==> src/rtl/core/uart8n1_pkg.sv <==
package uart8n1_pkg;

  // Send queue geometry
  localparam int QUEUE_DEPTH = 16;
  localparam int QPTR_W      = (QUEUE_DEPTH > 1) ? $clog2(QUEUE_DEPTH) : 1;
  localparam int QCNT_W      = $clog2(QUEUE_DEPTH + 1);

  // Frame geometry: 8 data bits, counted 0..7
  localparam int BYTE_W    = 8;
  localparam int BITCNT_W  = $clog2(BYTE_W);
  localparam logic [BITCNT_W-1:0] LAST_BIT = BITCNT_W'(BYTE_W - 1);

  // Operation codes
  localparam logic OP_TICK = 1'b0;
  localparam logic OP_PUSH = 1'b1;

  // Line levels
  localparam logic START_LEVEL = 1'b0;
  localparam logic STOP_LEVEL  = 1'b1;
  localparam logic IDLE_LEVEL  = 1'b1;

  typedef struct packed {
    logic              op;
    logic              line_in;
    logic [BYTE_W-1:0] push_byte;
  } in_item_t;

  typedef struct packed {
    logic              line_out;
    logic              byte_valid;
    logic [BYTE_W-1:0] byte_out;
    logic              sender_idle;
    logic              push_dropped;
  } out_item_t;

  // Receiver result for one item
  typedef struct packed {
    logic              valid;
    logic [BYTE_W-1:0] data;
  } rx_result_t;

  // Transmitter status after one item
  typedef struct packed {
    logic line;
    logic idle;
    logic dropped;
  } tx_status_t;

endpackage

==> src/rtl/core/uart8n1_in_if.sv <==
interface uart8n1_in_if;
  import uart8n1_pkg::*;

  logic     valid;
  logic     ready;
  in_item_t data;

  modport source (output valid, output data, input ready);
  modport sink   (input valid, input data, output ready);
  modport mon    (input valid, input data, input ready);
endinterface

==> src/rtl/core/uart8n1_out_if.sv <==
interface uart8n1_out_if;
  import uart8n1_pkg::*;

  logic      valid;
  logic      ready;
  out_item_t data;

  modport source (output valid, output data, input ready);
  modport sink   (input valid, input data, output ready);
  modport mon    (input valid, input data, input ready);
endinterface

==> src/rtl/core/uart8n1_rx.sv <==
module uart8n1_rx (
  input  logic                    clk,
  input  logic                    rst_n,
  input  logic                    step_en,
  input  uart8n1_pkg::in_item_t   item,
  output uart8n1_pkg::rx_result_t res
);
  import uart8n1_pkg::*;

  typedef enum logic [2:0] {
    RX_IDLE = 3'b001,
    RX_DATA = 3'b010,
    RX_STOP = 3'b100
  } rx_state_t;

  rx_state_t           state_r, state_nxt;
  logic [BITCNT_W-1:0] cnt_r, cnt_nxt;
  logic [BYTE_W-1:0]   shift_r, shift_nxt;

  always_comb begin
    state_nxt = state_r;
    cnt_nxt   = cnt_r;
    shift_nxt = shift_r;
    res       = '0;
    if (step_en && (item.op == OP_TICK)) begin
      unique case (state_r)
        RX_IDLE: begin
          if (item.line_in == START_LEVEL) begin
            shift_nxt = '0;
            cnt_nxt   = '0;
            state_nxt = RX_DATA;
          end
        end
        RX_DATA: begin
          // shift in LSB first
          shift_nxt = {item.line_in, shift_r[BYTE_W-1:1]};
          cnt_nxt   = cnt_r + 1'b1;
          if (cnt_r == LAST_BIT) begin
            state_nxt = RX_STOP;
          end
        end
        RX_STOP: begin
          // a low stop bit keeps waiting here
          if (item.line_in == STOP_LEVEL) begin
            res.valid = 1'b1;
            res.data  = shift_r;
            state_nxt = RX_IDLE;
          end
        end
        default: state_nxt = RX_IDLE;
      endcase
    end
  end

  always_ff @(posedge clk) begin
    if (!rst_n) begin
      state_r <= RX_IDLE;
      cnt_r   <= '0;
    end else begin
      state_r <= state_nxt;
      cnt_r   <= cnt_nxt;
    end
  end

  always_ff @(posedge clk) begin
    shift_r <= shift_nxt;
  end

endmodule

==> src/rtl/core/uart8n1_tx.sv <==
module uart8n1_tx (
  input  logic                    clk,
  input  logic                    rst_n,
  input  logic                    step_en,
  input  uart8n1_pkg::in_item_t   item,
  output uart8n1_pkg::tx_status_t status
);
  import uart8n1_pkg::*;

  typedef enum logic [2:0] {
    TX_IDLE = 3'b001,
    TX_DATA = 3'b010,
    TX_STOP = 3'b100
  } tx_state_t;

  tx_state_t           state_r, state_nxt;
  logic [BITCNT_W-1:0] cnt_r, cnt_nxt;
  logic [BYTE_W-1:0]   shift_r, shift_nxt;
  logic                pend_r, pend_nxt;
  logic                line_r, line_nxt;
  logic                idle_r, idle_nxt;
  logic [QPTR_W-1:0]   head_r, head_nxt;
  logic [QPTR_W-1:0]   tail_r, tail_nxt;
  logic [QCNT_W-1:0]   count_r, count_nxt;
  logic                pop, wr, dropped;
  logic [BYTE_W-1:0]   shift_cur;

  logic [BYTE_W-1:0]   mem [QUEUE_DEPTH];
  logic [BYTE_W-1:0]   mem_q_r;

  function automatic logic [QPTR_W-1:0] ptr_inc(input logic [QPTR_W-1:0] p);
    ptr_inc = (p == QPTR_W'(QUEUE_DEPTH - 1)) ? '0 : p + 1'b1;
  endfunction

  // Popped byte arrives from the queue read register one tick later
  assign shift_cur = pend_r ? mem_q_r : shift_r;

  always_comb begin
    state_nxt = state_r;
    cnt_nxt   = cnt_r;
    shift_nxt = shift_r;
    pend_nxt  = pend_r;
    line_nxt  = line_r;
    idle_nxt  = idle_r;
    head_nxt  = head_r;
    tail_nxt  = tail_r;
    count_nxt = count_r;
    pop       = 1'b0;
    wr        = 1'b0;
    dropped   = 1'b0;
    if (step_en) begin
      if (item.op == OP_PUSH) begin
        if (count_r == QCNT_W'(QUEUE_DEPTH)) begin
          dropped = 1'b1;
        end else begin
          wr        = 1'b1;
          tail_nxt  = ptr_inc(tail_r);
          count_nxt = count_r + 1'b1;
        end
        idle_nxt = 1'b0;
      end else begin
        unique case (state_r)
          TX_IDLE: begin
            if (count_r == '0) begin
              idle_nxt = 1'b1;
            end else begin
              pop       = 1'b1;
              pend_nxt  = 1'b1;
              head_nxt  = ptr_inc(head_r);
              count_nxt = count_r - 1'b1;
              line_nxt  = START_LEVEL;
              cnt_nxt   = '0;
              state_nxt = TX_DATA;
            end
          end
          TX_DATA: begin
            line_nxt  = shift_cur[0];
            shift_nxt = shift_cur >> 1;
            pend_nxt  = 1'b0;
            cnt_nxt   = cnt_r + 1'b1;
            if (cnt_r == LAST_BIT) begin
              state_nxt = TX_STOP;
            end
          end
          TX_STOP: begin
            line_nxt  = STOP_LEVEL;
            state_nxt = TX_IDLE;
          end
          default: state_nxt = TX_IDLE;
        endcase
      end
    end
  end

  assign status.line    = line_nxt;
  assign status.idle    = idle_nxt;
  assign status.dropped = dropped;

  always_ff @(posedge clk) begin
    if (!rst_n) begin
      state_r <= TX_IDLE;
      cnt_r   <= '0;
      pend_r  <= 1'b0;
      line_r  <= IDLE_LEVEL;
      idle_r  <= 1'b1;
      head_r  <= '0;
      tail_r  <= '0;
      count_r <= '0;
    end else begin
      state_r <= state_nxt;
      cnt_r   <= cnt_nxt;
      pend_r  <= pend_nxt;
      line_r  <= line_nxt;
      idle_r  <= idle_nxt;
      head_r  <= head_nxt;
      tail_r  <= tail_nxt;
      count_r <= count_nxt;
    end
  end

  always_ff @(posedge clk) begin
    shift_r <= shift_nxt;
  end

  always_ff @(posedge clk) begin
    if (wr) begin
      mem[tail_r] <= item.push_byte;
    end
  end

  always_ff @(posedge clk) begin
    if (pop) begin
      mem_q_r <= mem[head_r];
    end
  end

endmodule

==> src/rtl/core/uart_8n1_bit_engine_top.sv <==
// Bit-level 8N1 UART engine, one transaction per bit period.
// Input channel (in_ch): each transaction is either a tick (op = OP_TICK),
// carrying the sampled receive line in line_in, or a push (op = OP_PUSH),
// carrying a byte for the send queue in push_byte.
// Output channel (out_ch): exactly one transaction per input transaction,
// in order: the transmit line level after the item, a received byte with
// its valid flag, the sender idle flag and a dropped-push flag.
// Path: an accepted item is held in the input register, then stepped into the
// result register that drives out_ch; a stall can hold it in either one.
// Throughput: one transaction per cycle while out_ch.ready stays high; the
// receiver and transmitter state machines each take one step per item and the
// send queue is written or read at most once per item, with the popped byte
// landing in a read register that feeds the shifter on the following tick.
// Reset (rst_n low, synchronous): both engines idle, queue empty, line high,
// sender idle flag set, both channel stages empty. The queue storage is not
// cleared; only written entries are ever read.
// Receiver stall: while out_ch.ready is low the result register holds, the
// input register fills and then in_ch.ready drops; nothing is lost.
module uart_8n1_bit_engine_top (
  input  logic          clk,
  input  logic          rst_n,
  uart8n1_in_if.sink    in_ch,
  uart8n1_out_if.source out_ch
);
  import uart8n1_pkg::*;

  logic       stage_v_r;
  in_item_t   stage_r;
  logic       out_v_r;
  out_item_t  out_r;
  logic       step_en;
  rx_result_t rx_res;
  tx_status_t tx_stat;

  // Advance the input register whenever the result register is free or draining
  assign step_en     = stage_v_r & (~out_v_r | out_ch.ready);
  assign in_ch.ready = ~stage_v_r | step_en;

  always_ff @(posedge clk) begin
    if (!rst_n) begin
      stage_v_r <= 1'b0;
    end else if (in_ch.ready) begin
      stage_v_r <= in_ch.valid;
    end
  end

  always_ff @(posedge clk) begin
    if (in_ch.valid && in_ch.ready) begin
      stage_r <= in_ch.data;
    end
  end

  // Receiver runs on ticks only
  uart8n1_rx u_rx (
    .clk     (clk),
    .rst_n   (rst_n),
    .step_en (step_en),
    .item    (stage_r),
    .res     (rx_res)
  );

  // Transmitter and send queue
  uart8n1_tx u_tx (
    .clk     (clk),
    .rst_n   (rst_n),
    .step_en (step_en),
    .item    (stage_r),
    .status  (tx_stat)
  );

  // Result register: load on advance, drop valid once taken
  always_ff @(posedge clk) begin
    if (!rst_n) begin
      out_v_r <= 1'b0;
    end else if (step_en) begin
      out_v_r <= 1'b1;
    end else if (out_ch.ready) begin
      out_v_r <= 1'b0;
    end
  end

  always_ff @(posedge clk) begin
    if (step_en) begin
      out_r.line_out     <= tx_stat.line;
      out_r.byte_valid   <= rx_res.valid;
      out_r.byte_out     <= rx_res.data;
      out_r.sender_idle  <= tx_stat.idle;
      out_r.push_dropped <= tx_stat.dropped;
    end
  end

  assign out_ch.valid = out_v_r;
  assign out_ch.data  = out_r;

endmodule

==> src/flat_wrapper.sv <==
// flat-port wrapper written by rule: the top's interface ports become plain ports
module uart_8n1_bit_engine_top_flat import uart8n1_pkg::*;
  (clk, rst_n, in_ch_valid, in_ch_data, in_ch_ready, out_ch_valid, out_ch_data, out_ch_ready);
  uart8n1_in_if in_ch_i ();
  uart8n1_out_if out_ch_i ();
  input  logic clk;
  input  logic rst_n;
  input wire logic [$bits(in_ch_i.valid)-1:0] in_ch_valid;
  input wire logic [$bits(in_ch_i.data)-1:0] in_ch_data;
  output wire logic [$bits(in_ch_i.ready)-1:0] in_ch_ready;
  output wire logic [$bits(out_ch_i.valid)-1:0] out_ch_valid;
  output wire logic [$bits(out_ch_i.data)-1:0] out_ch_data;
  input wire logic [$bits(out_ch_i.ready)-1:0] out_ch_ready;
  assign in_ch_i.valid = in_ch_valid;
  assign in_ch_i.data = in_ch_data;
  assign in_ch_ready = in_ch_i.ready;
  assign out_ch_valid = out_ch_i.valid;
  assign out_ch_data = out_ch_i.data;
  assign out_ch_i.ready = out_ch_ready;
  uart_8n1_bit_engine_top u_core (.clk(clk), .rst_n(rst_n), .in_ch(in_ch_i), .out_ch(out_ch_i));
endmodule
==> config.mk <==
export PLATFORM = sky130hd
export DESIGN_NAME = uart_8n1_bit_engine_top_flat
export DESIGN_NICKNAME = d
export VERILOG_FILES = /design/src/rtl/core/uart8n1_pkg.sv /design/src/rtl/core/uart8n1_in_if.sv /design/src/rtl/core/uart8n1_out_if.sv /design/src/rtl/core/uart8n1_rx.sv /design/src/rtl/core/uart8n1_tx.sv /design/src/rtl/core/uart_8n1_bit_engine_top.sv /design/src/flat_wrapper.sv
export SDC_FILE = /design/constraint.sdc
export NUM_CORES = 1
export LEC_CHECK = 0
export BUFFER_PORTS_ARGS = -buffer_cell sky130_fd_sc_hd__buf_2
export CAP_MARGIN = 30
export CORE_ASPECT_RATIO = 0.7
export CORE_MARGIN = 10
export CORE_UTILIZATION = 41
export CTS_BUF_LIST = sky130_fd_sc_hd__clkbuf_8
export CTS_CLUSTER_SIZE = 12
export DETAILED_ROUTE_END_ITERATION = 7
export HOLD_SLACK_MARGIN = 0.03
export PLACE_DENSITY_LB_ADDON = 0.3
export REMOVE_ABC_BUFFERS = 1
export SLEW_MARGIN = 5
export SYNTH_ARGS = -nofsm -noshare
export SYNTH_HDL_FRONTEND = slang
export SYNTH_SLANG_ARGS = --single-unit
export TNS_END_PERCENT = 100
==> constraint.sdc <==
create_clock -name clk -period 3.05 [get_ports clk]
set_input_delay 0.305 -clock clk [delete_from_list [all_inputs] [get_ports clk]]
set_output_delay 0.305 -clock clk [all_outputs]
set_load 0.05 [all_outputs]
# Word level (Yosys, flattened, before mapping)
# Memories as Yosys holds them, arrays and structs flattened. A register that Yosys moved wholly into a read port is not among the register bits.
# Index checks and enable logic that the tools add are counted.
word_totals:
  register_bits: 67
  mem_bits_rw: 128
  inputBits: 14
  out_inout_bits: 14
  elab_cells: 116
  memories: 1
classes:
  add_sub_neg: 6
  n_eq_ne: 18
  n_mux: 43
  bitwise_logic: 8
  reduce_logical: 17
memory_table:
  columns: ["memory", "words", "word_bits", "read_ports", "rd_ports_with_merged_regs", "write_ports", "line", "source"]
  rows:
  - ["u_core.u_tx.mem", 16, 8, 1, 1, 1, "uart8n1_tx.sv:28", "logic [BYTE_W-1:0] mem [QUEUE_DEPTH];"]
op_table:
  columns: ["operator", "count"]
  rows:
  - ["$mux W3", 7]
  - ["$mux W1", 20]
  - ["$mux W5", 4]
  - ["$reduce_and A4 Y1", 5]
  - ["$pmux W3 S2", 3]
  - ["$pmux W8 S2", 1]
  - ["$eq A3 B3 Y1 const B", 4]
  - ["$reduce_and A3 Y1", 4]
  - ["$ne A2 B2 Y1 const B", 5]
  - ["$mux W9", 1]
  - ["$pmux W3 S3", 1]
  - ["$add A4 B1 Y4 const B", 2]
  - ["$eq A4 B4 Y1 const B", 2]
  - ["$mux W4", 2]
  - ["$mux W8", 1]
  - ["$reduce_bool A2 Y1", 4]
  - ["$mux W7", 1]
  - ["$add A3 B1 Y3 const B", 2]
  - ["$eq A3 B1 Y1 const B", 2]
  - ["$eq A3 B2 Y1 const B", 2]
  - ["$add A5 B1 Y5 const B", 1]
  - ["$eq A5 B5 Y1 const B", 1]
  - ["$logic_not A5 Y1", 1]
  - ["$not A1 Y1", 5]
  - ["8 further kinds", 11]

# Logic depth before layout (Yosys ltp)
logic_depth:
  depth_word: 6
  depth_mapped: 7
  depth_no_buf: 7

# By module
# Synthesis repeated with hierarchy kept, for this count alone.
hier_totals:
  cells_unflattened: 497
  area_unflattened_um2: 8242.9
by_module_without_submodules:
  columns: ["module", "instances", "cells_per_inst", "area_per_inst_um2", "seq_area_each_um2"]
  rows:
  - ["uart8n1_tx", 1, 397, 6736.5, 4734.5]
  - ["uart_8n1_bit_engine_top", 1, 31, 764.5, 700.7]
  - ["uart8n1_rx", 1, 69, 742.0, 360.3]

# Least setup slack after synthesis
# Ideal clock, no wire load.
synth_path:
  path_type: "register to register"
  startpoint: "register u_core.out_v_r (netlist: u_core.out_ch.valid)"
  endpoint: "memory u_core.u_tx.mem[0][0] (enable)"
  setup_time_ns: 0.383
  arrival_ns: 2.147
  required_ns: 2.667
  path_slack_ns: 0.520
  path_stages_with_launch: 6
  path_buffers: 1
  period_less_slack_ns: 2.530
  path_cell_list: "dfxtp_1 nor2b_4 buf_6 a2111oi_4 nand2_1 nor3_1"
synth_via:
  elab_chain_cells: 6
synth_rtl:
  columns: ["item", "line", "source"]
  rows:
  - ["from (decl)", "uart_8n1_bit_engine_top.sv:29", "logic out_v_r;"]
  - ["from (signal assigned)", "uart_8n1_bit_engine_top.sv:74", "out_v_r <= 1'b0;"]
  - ["from (signal assigned)", "uart_8n1_bit_engine_top.sv:76", "out_v_r <= 1'b1;"]
  - ["from (signal assigned)", "uart_8n1_bit_engine_top.sv:78", "out_v_r <= 1'b0;"]
  - ["$not A1 Y1", "uart_8n1_bit_engine_top.sv:36", "assign step_en = stage_v_r & (~out_v_r | out_ch.ready);"]
  - ["$or A1 B1 Y1", "uart_8n1_bit_engine_top.sv:36", null]
  - ["$and A1 B1 Y1", "uart_8n1_bit_engine_top.sv:36", null]
  - ["$mux W1", "uart8n1_tx.sv:51", "if (step_en) begin"]
  - ["$mux W1", "uart8n1_tx.sv:126", "if (wr) begin"]
  - ["$mux W1 (not written as such)", "uart8n1_tx.sv:127", "mem[tail_r] <= item.push_byte;"]
  - ["to (decl)", "uart8n1_tx.sv:28", null]
# No other way between the ends.

# Final worst setup path
layout_path:
  startpoint: "register u_core.stage_r[9] (netlist bit)"
  endpoint: "memory u_core.u_tx.mem[12][4] (enable)"
layout_via:
  elab_chain_cells: 4
layout_rtl:
  columns: ["item", "line", "source"]
  rows:
  - ["from (decl)", "uart_8n1_bit_engine_top.sv:28", "in_item_t stage_r;"]
  - ["from (signal assigned)", "uart_8n1_bit_engine_top.sv:49", "stage_r <= in_ch.data;"]
  - ["$mux W1", "uart8n1_tx.sv:52", "if (item.op == OP_PUSH) begin"]
  - ["$mux W1", "uart8n1_tx.sv:51", null]
  - ["$mux W1", "uart8n1_tx.sv:126", null]
  - ["$mux W1 (not written as such)", "uart8n1_tx.sv:127", null]
# No other way between the ends.

==> parameters.txt <==
Parameter                              Value

CTS
  Number of levels the H-tree was split into ... 1
  Number of buffers created by CTS ... 31
  Number of setup buffers added after CTS ... 0
  Number of gates resized after cts ... 0
  Master cell of the clock root buffer ... sky130_fd_sc_hd__clkbuf_8
  TritonCTS clock tree ... built
  Hold buffer count at CTS ... 11
  Clock tree buffer depth ... 3
  Insertion delay of the later-clocked pin in the worst-skew pair ... approximately 0.55 ns
  Count of clock tree sinks ... around 200
  Clock input transition at the sequential cells of the worst setup and hold paths ... 0.06 ns

Timing
  Final worst-path setup slack ... a little over 0.7 ns
  Ratio of final minimum period to clock period ... 0.763
  Clock skew ... around 0.024 ns
  F_max ... between 400 and 500 MHz
  Number of max-slew violations in the final report ... 0
  Final hold violations ... 0
  Number of setup violations in the final report ... 0
  Sum of negative setup slack ... 0 ns
  RSZ-0062 raised after global routing ... false
  Max transition margin ... 0.444
  Minimum period implied by the final worst setup slack ... 2.33 ns
  Transition time at the pin with the least slew margin ... about 0.83 ns

Setup path
  Buf+Inv Stages, Crit Path ... 2
  Highest fanout seen on the critical path ... 9
  Worst endpoint data arrival time ... 2.48 ns
  Crit path capture type ... register
  Number of cells traversed by the worst register-to-register path ... 5
  Crit path max-delay cell type ... sky130_fd_sc_hd__nor2_1
  Critical setup path kind ... reg -> reg
  Worst setup path endpoint ... u_core.u_tx.mem[12][4]
  Cell-by-cell listing of the critical path ... inv_1 > a2111oi_4 > buf_4 > nand2_1 > nor2_1
  Slack of the worst reg-to-reg path ... about 0.72 ns
  Startpoint Class ... register
  Critical Path Start ... u_core.stage_r[9]
  Slowest stage delay, CP ... 0.65 ns
  End of the worst register-to-register path ... u_core.u_tx.mem[12][4]
  Required time of the worst setup path ... 3.20 ns
  Instance count on the critical path ... 5
  Family with the most delay on the worst path ... simple AND/OR/NAND/NOR gates
  Reg-to-reg critical path startpoint ... u_core.stage_r[9]

Global route
  Vias in the first global route ... 4460
  Congestion Overflow GR ... 0
  Maximum number of pins on one net before global-route repair ... 36
  First-pass GRT wire length ... 25.6 mm
  Total track usage ... 0.123
  Number of antenna violations at the first check in global routing ... 0

Logic synthesis
  Predominant post-synthesis flop cell ... sky130_fd_sc_hd__edfxtp_1
  Share of the synthesized area in compound gates (AO/OA/AOI/OAI) ... 0.0478
  Async set or reset register ratio after synthesis ... 0
  Sequential share of the synthesized area ... 0.708
  Post-synth top area share ... 0.635
  Number of enable flip-flop cells after synthesis ... ~170
  XOR/XNOR Fraction of Synth Area ... 0.00642
  Most instantiated library cell after synthesis ... sky130_fd_sc_hd__edfxtp_1
  Synthesized instance count ... slightly below 500
  Synthesized flop and latch total ... ~200
  Dominant combinational cell family by area after synthesis ... multiplexers
  Syn Area/Cell ... about 17 um2
  Library cell occupying the most area in the post-synthesis netlist ... sky130_fd_sc_hd__edfxtp_1
  Portion of netlist area occupied by mux cells ... 0.113
  Distinct cells, synth ... 51
  Most frequent cells after synthesis ... sky130_fd_sc_hd__edfxtp_1 (173), sky130_fd_sc_hd__mux4_2 (32), sky130_fd_sc_hd__dfxtp_1 (30)
  Area of the mapped netlist ... 8190 um2
  Synthesized-area fraction occupied by adder cells ... 0.0208
  Cells taking the most area after synthesis ... sky130_fd_sc_hd__edfxtp_1 (63%), sky130_fd_sc_hd__mux4_2 (8.8%), sky130_fd_sc_hd__dfxtp_1 (7.3%)
  Simple-gate share of the synthesized area ... 0.0838
  Synthesis Warnings ... 0

Worst hold path
  Beginning of the worst hold path ... out_ch_ready
  Hold/Removal Path Class ... in -> reg

Route
  Final routed wire length divided by cell count ... 19.5 um
  Number of design rule violations left after detail routing ... 0
  Vias ... 4353
  DRT iter0 DRCs ... 562
  Number of routed nets with antenna violations ... 0
  DRT Pass-1 Iters ... 5
  Number of vias per cell after detailed routing ... about 5.2
  Total wire length after detailed routing ... approximately 16 mm

Floorplanning
  Initial core utilization ... 0.416
  Area of the die ... 26100 um2
  Area of the core ... between 15000 and 20000 um2
  Horizontal extent of the die ... 189 um
  Total number of placement rows ... 43
  Die Height ... approximately 140 um
  Total I/O pin count ... 28

Place
  Worst setup slack after placement ... around 0.7 ns
  Detailed placement HPWL ... 10.7 mm
  Count of input and output buffers ... 27
  Cell Count Post-Placement ... between 700 and 800
  Weighted congestion at the end of routability-driven global placement ... between 0.7 and 0.8

Final layout
  Fraction of final layout cells sized beyond drive strength 1 ... 0.215
  Antenna fix cells ... 0
  Total Nets Final ... 573
  Fin cells ... around 840
  Final core area utilization ... 0.471
  Area growth from synthesis to final layout ... 13.3%

Pwr
  Leakage power of the design ... roughly 3.1 nW
  PnR Total Power ... between 5 and 6 mW
  Pwr/cell area ... 573 nW/um2
  Worst IR drop on VDD ... just under 400 uV

Run status
  Outcome ... complete, no violations

Job
  Max Cap Violations ... 0
how the worst min path moves through the flow:
stage / to / slack [ns] / depth (start not counted)
final: u_core.out_ch.valid / 0.13 / 3
after global routing: u_core.out_ch.valid / 0.11 / 3
after CTS: u_core.out_ch.valid / 0.10 / 3
after detailed placement: u_core.u_tx.cnt_r[1] / 0.47 / 2
after global placement: u_core.u_tx.cnt_r[0] / 0.44 / 1
after floorplan: u_core.u_tx.idle_r / 0.38 / 1
cell families (layout without fill, tap and decap cells):
group | count (synthesis) | count (layout)
multiplexers | 52 | 52
XOR/XNOR | 6 | 6
AND/OR/NAND/NOR | 124 | 124
AO/OA/AOI/OAI | 56 | 56
buffers and inverters | 32 | 114
flip-flops | 203 | 203
adder cells (fa/ha/maj) | 13 | 13
stage by stage:
step,hold WS (ns),cell area [um2]
6_report,0.134,9270
5_1_grt,0.113,9270
4_1_cts,0.102,9270
3_5_place_dp,0.465,8630
3_3_place_gp,0.442,8620
2_1_floorplan,0.378,8060
tightest hold or removal path, stage by stage:
cell	delay, ns
sky130_fd_sc_hd__buf_2	0.11
sky130_fd_sc_hd__or2b_2	0.13
sky130_fd_sc_hd__a21boi_0	0.08
area by class of cell:
type | count | area, um2
well taps | 270 | 338
multi-input cells | 251 | 2230
clock buffers | 32 | 440
fillers | 1732 | 10400
repair buffers | 49 | 340
inverters | 10 | 37.5
flip-flops and latches | 203 | 5800
clock inverters | 23 | 88.8
power breakdown:
part	leakage [nW]	switching [mW]	total [mW]	internal (mW)
Clock	0.320	0.976	1.94	0.961
Sequential	1.82	0.0610	3.11	3.05
Combinational	0.953	0.143	0.260	0.117
registers in the layout, indices dropped and copies added (netlist names):
signal / cells
u_core.u_tx.cnt_r: 3
u_core.u_tx.line_r: 1
u_core.stage_v_r: 1
u_core.u_rx.state_r: 3
u_core.u_tx.count_r: 5
u_core.u_tx.shift_r: 7
u_core.u_tx.mem_q_r: 8
u_core.u_tx.mem: 128
u_core.u_rx.shift_r: 8
u_core.u_tx.idle_r: 1
u_core.out_ch.valid: 1
u_core.u_rx.cnt_r: 3
u_core.stage_r: 10
u_core.out_ch.data: 12
u_core.u_tx.tail_r: 4
u_core.u_tx.head_r: 4
u_core.u_tx.state_r: 3
u_core.u_tx.pend_r: 1
layer usage:
| layer | share of wire | GRT usage | vias up | wire [um] |
|---|---|---|---|---|
| met5 | 0 | 0 | - | 0 |
| met4 | 0.016 | 0.0321 | 0 | 266 |
| met3 | 0.043 | 0.0221 | 23 | 701 |
| met2 | 0.44 | 0.179 | 108 | 7240 |
| met1 | 0.50 | 0.185 | 2221 | 8100 |
| li1 | - | - | 2001 | - |
cell usage in the layout (no fill, tap or decap), drive strengths merged, types with 2 or more instances in the layout:
master	count
a211oi	8
a21boi	7
a21o	2
a21oi	16
a32oi	2
and2	22
and3	2
buf	38
clkbuf	32
clkinv	10
dfxtp	30
dlygate4sd3	11
edfxtp	173
ha	12
inv	23
mux2	6
mux2i	14
mux4	32
nand2	26
nand2b	7
nand3	9
nor2	22
nor2b	18
nor3	9
nor4	4
o21ai	10
or2b	2
xnor2	6
No activity file was read; power rests on OpenSTA's default activity.
